--- config.mk ---
export PLATFORM = sky130hd
export DESIGN_NAME = bdq_queue
export DESIGN_NICKNAME = d
export VERILOG_FILES = /design/src/bdq_pkg.sv /design/src/bdq_queue.sv
export SDC_FILE = /design/constraint.sdc
export NUM_CORES = 1
export LEC_CHECK = 0
export ABC_AREA = 1
export BUFFER_PORTS_ARGS = -buffer_cell sky130_fd_sc_hd__clkbuf_2
export CAP_MARGIN = 25
export CORE_ASPECT_RATIO = 0.7
export CORE_MARGIN = 2
export CORE_UTILIZATION = 47
export DETAILED_ROUTE_END_ITERATION = 12
export GPL_ROUTABILITY_DRIVEN = 0
export PLACE_DENSITY = 0.85
export SETUP_SLACK_MARGIN = 0.4
export SYNTH_ARGS = -nofsm -noshare
export SYNTH_HDL_FRONTEND = slang
export SYNTH_SLANG_ARGS = --single-unit
--- constraint.sdc ---
create_clock -name i_clk -period 2.7 [get_ports i_clk]
set_input_delay 0.405 -clock i_clk [delete_from_list [all_inputs] [get_ports i_clk]]
set_output_delay 0.405 -clock i_clk [all_outputs]
set_load 0.05 [all_outputs]
--- src/bdq_pkg.sv ---
// shared types and constants for the bounded deque with index read
package bdq_pkg;

    localparam int DEPTH  = 256;
    localparam int ADDR_W = $clog2(DEPTH);
    localparam int CNT_W  = ADDR_W + 1;
    localparam int WORD_W = 32;
    localparam int IDX_W  = 8;
    localparam int CAP_W  = 9;
    localparam int OP_W   = 3;
    localparam int ST_W   = 2;

    localparam logic [CAP_W-1:0] CAP_RESET = CAP_W'(256);

    typedef enum logic [OP_W-1:0] {
        OP_INS_HEAD = 3'd0,
        OP_INS_TAIL = 3'd1,
        OP_REM_HEAD = 3'd2,
        OP_REM_TAIL = 3'd3,
        OP_RD_INDEX = 3'd4,
        OP_RD_HEAD  = 3'd5,
        OP_RD_TAIL  = 3'd6
    } t_op;

    typedef enum logic [ST_W-1:0] {
        ST_OK    = 2'd0,
        ST_FULL  = 2'd1,
        ST_EMPTY = 2'd2,
        ST_RANGE = 2'd3
    } t_status;

    typedef enum logic [2:0] {
        K_NOP,
        K_INSERT,
        K_REMOVE,
        K_READ_IDX,
        K_READ_END
    } t_kind;

    typedef struct packed {
        t_kind              kind;
        logic               at_head;
        logic [WORD_W-1:0]  word;
        logic [IDX_W-1:0]   index;
    } t_req;

endpackage

--- src/bdq_queue.sv ---
// two-entry request queue between front and back
module bdq_queue
    import bdq_pkg::*;
(
    input  logic    i_clk,
    input  logic    i_rst_n,
    input  logic    i_push,
    input  t_req    i_req,
    input  logic    i_pop,
    output logic    o_full,
    output logic    o_empty,
    output t_req    o_req
);

    t_req       r_slot [2];
    logic       r_wr_ptr;
    logic       r_rd_ptr;
    logic [1:0] r_fill;
    logic [1:0] n_fill;

    always_comb begin
        n_fill = r_fill;
        if (i_push && !i_pop) begin
            n_fill = r_fill + 2'd1;
        end else if (!i_push && i_pop) begin
            n_fill = r_fill - 2'd1;
        end
    end

    always_ff @(posedge i_clk) begin
        if (!i_rst_n) begin
            r_wr_ptr <= 1'b0;
            r_rd_ptr <= 1'b0;
            r_fill   <= 2'd0;
        end else begin
            if (i_push) begin
                r_wr_ptr <= ~r_wr_ptr;
            end
            if (i_pop) begin
                r_rd_ptr <= ~r_rd_ptr;
            end
            r_fill <= n_fill;
        end
    end

    always_ff @(posedge i_clk) begin
        if (i_push) begin
            r_slot[r_wr_ptr] <= i_req;
        end
    end

    assign o_full  = r_fill == 2'd2;
    assign o_empty = r_fill == 2'd0;
    assign o_req   = r_slot[r_rd_ptr];

endmodule

==> flow_summary.yaml <==
run_status:
  status: "finished clean"
cells_and_area:
  syn_to_final_growth_pct: 21.54
  layout-drive-gt1-share_pct: 56.43
  final-seq-area_sq_um: 2744
  multi_input_area_sq_um: 750.7
  num_antenna_cells: 0
  stdcell_count: 378
  fin_util_pct: 59.63
  fillerInstances: 577
  final_area_sq_um: 4384
  nNetsFinal: 324
pwr:
  p_per_area_nw_per_um2: 730.4
  ir_drop_mv: 0.3367
  p_leak_nw: 1.795
  total_power_mw: 3.202
clock_tree:
  root_buffer: "clkbuf_8"
  clkSlewWorstSetupHoldPaths_ns: 0.09
  cts_buffers: 9
  cts-htree-levels: 3
  cts_buffer_depth: 2
  numClockSinks: 93
  cts_tree: "yes"
  cts_resized: 0
  clk_latency_ns: 0.35
  hold_buffers: 0
  postCtsSetupBuffers: 0
synth:
  synth_ff_type: "edfxtp_1"
  synth_cells: 172
  yosys_register_bits: 93
  syn_area_per_cell_sq_um: 20.97
  async_flop_share_pct: 0
  syn-num-nets: 221
  synth_area_leaders: "edfxtp_1, mux2_4, dfxtp_1, buf_12, mux2_2"
  synth_cell_type_count: 14
  netlist_area_sq_um: 3607
  synth_common_cells: "edfxtp_1, mux2_4, nor2_1"
  synth-edff-count: 88
  synth.largest_area_cell: "edfxtp_1"
  synth_top_area_share_pct: 73.26
  yosysMostFrequentCell: "edfxtp_1"
  synth_warnings: 0
  ys_seq_area_share_pct: 76.03
critical_path:
  crit_type: "register to output port"
  worst_path_max_delay_cell: "buf_4"
  worstPathCellList: "buf_4 > mux2_2 > clkbuf_2"
  max_stage_delay_ns: 0.40
  cp.arrival_ns: 1.72
  cp-end-kind: "output port"
  timing.critical_path.buf_inv: 2
  cp-start-kind: "register"
  regToRegStartpoint: "r_wr_ptr"
  cpLargestDelayFamily: "buffers and inverters"
  worstPathRequired_ns: 2.30
  crit_fanout: 25
drt:
  vias_per_cell: 4.735
  drc_errors: 0
  vias: 1790
  finalWirelength_mm: 5.826
  drt-initial-drc-count: 64
  ant_nets: 0
  firstDrtPassIters: 4
  wl_per_cell_um: 15.41
global_route:
  gr-total-overflow: 0
  track_usage_pct: 15.02
  grt_pass1_wl_mm: 9.315
  grt_max_degree: 26
  antenna_found_initial: 0
  grt_pass1_vias: 1924
timing:
  finalSetupViolations: 0
  tightest_slew_ns: 0.6486
  fin_crit_sh_pct: 78.73
  finClkSkew_ns: 0.01044
  rsz0062_at_grt: "no"
  drv_slew: 0
  max-slew-margin-rel_pct: 56.66
  hold_slack_ns: 0.2337
  setup_tns_ns: 0
  min_period_ns: 2.126
  setup_slack_ns: 0.5743
  hold_viol_final: 0
  fmax_mhz: 470.4
place:
  place_hpwl_mm: 4.051
  dp.cells: 362
  port_buffers: 93
  preCtsSetupSlack_ns: 0.9246
  placed_area_sq_um: 4168
floorplan:
  die_y_um: 77.30
  row_count: 26
  core_sq_um: 7352
  initial_core_util_pct: 49.06
  dieArea_sq_um: 8403
  num_io_pins: 94
  die_x_um: 108.7
job:
  maxCapViolations: 0
worst_hold_path:
  hp-class: "input pin to register"
  hp-start: "i_req[25]"
sequential cells by signal, indices dropped and copies added (netlist names), named ones only:
name and count:
r_rd_ptr 1, r_wr_ptr 1, r_slot 88, r_fill 2
layout make-up:
type,instances,share of cell area [%]
Clock buffer,11,2.997
Multi-Input combinational cell,66,17.12
Inverter,8,0.6849
Tap cell,98,2.797
Timing Repair Buffer,97,11.87
Sequential cell,93,62.59
Clock inverter,5,1.941
placed cells by master (no fill, tap or decap):
cell type,count
a21oi_1,1
buf_4,2
mux2_2,4
nand4_1,1
nand3_1,1
o21ai_0,1
nor2_4,1
inv_2,1
nand2_1,8
buf_12,2
edfxtp_1,88
nor2_1,8
dfxtp_1,4
inv_1,7
mux2_4,40
dfxtp_2,1
clkbuf_8,9
clkbuf_2,93
clkinv_4,2
ha_1,1
clkinvlp_4,1
bufinv_16,2
clkbuf_1,2
per-layer routing:
layer  vias to the layer above  GRT usage (%)  wire (um)
li1                        856              -          -
met3                         6          5.952        465
met1                       860          18.42       2472
met4                         0          5.385         40
met2                        68          24.13       2847
met5                         -              0          0
where the power goes:
| group | switching (mW) | leakage [nW] | internal (mW) |
|---|---|---|---|
| sequential | 0.0221 | 0.868 | 1.66 |
| combinational | 0.362 | 0.823 | 0.173 |
| clock | 0.457 | 0.104 | 0.525 |
final timing paths:
path                                 endpoint  slack, ns  cells past startpoint
worst max-delay path                o_req[42]       0.57                      3
worst min register to register       r_rd_ptr       0.53                      2
worst min-delay path            r_slot[1][25]       0.23                      1
worst max register to register   r_slot[0][0]       1.24                      2
worst reg2reg max path, stage by stage, from the launching register on:
cell	delay [ns]
dfxtp_1	0.35
nor2_4	0.53
buf_12	0.28
cell families after synthesis:
kind of cell,after synthesis,synth area share [%]
AO/OA/AOI/OAI,2,0.2772
adder cells (fa/ha/maj),1,0.3468
buffers and inverters,13,3.365
flip-flops,93,76.03
multiplexers,44,17.90
AND/OR/NAND/NOR,19,2.081
Power figures use the tool's default switching activity.
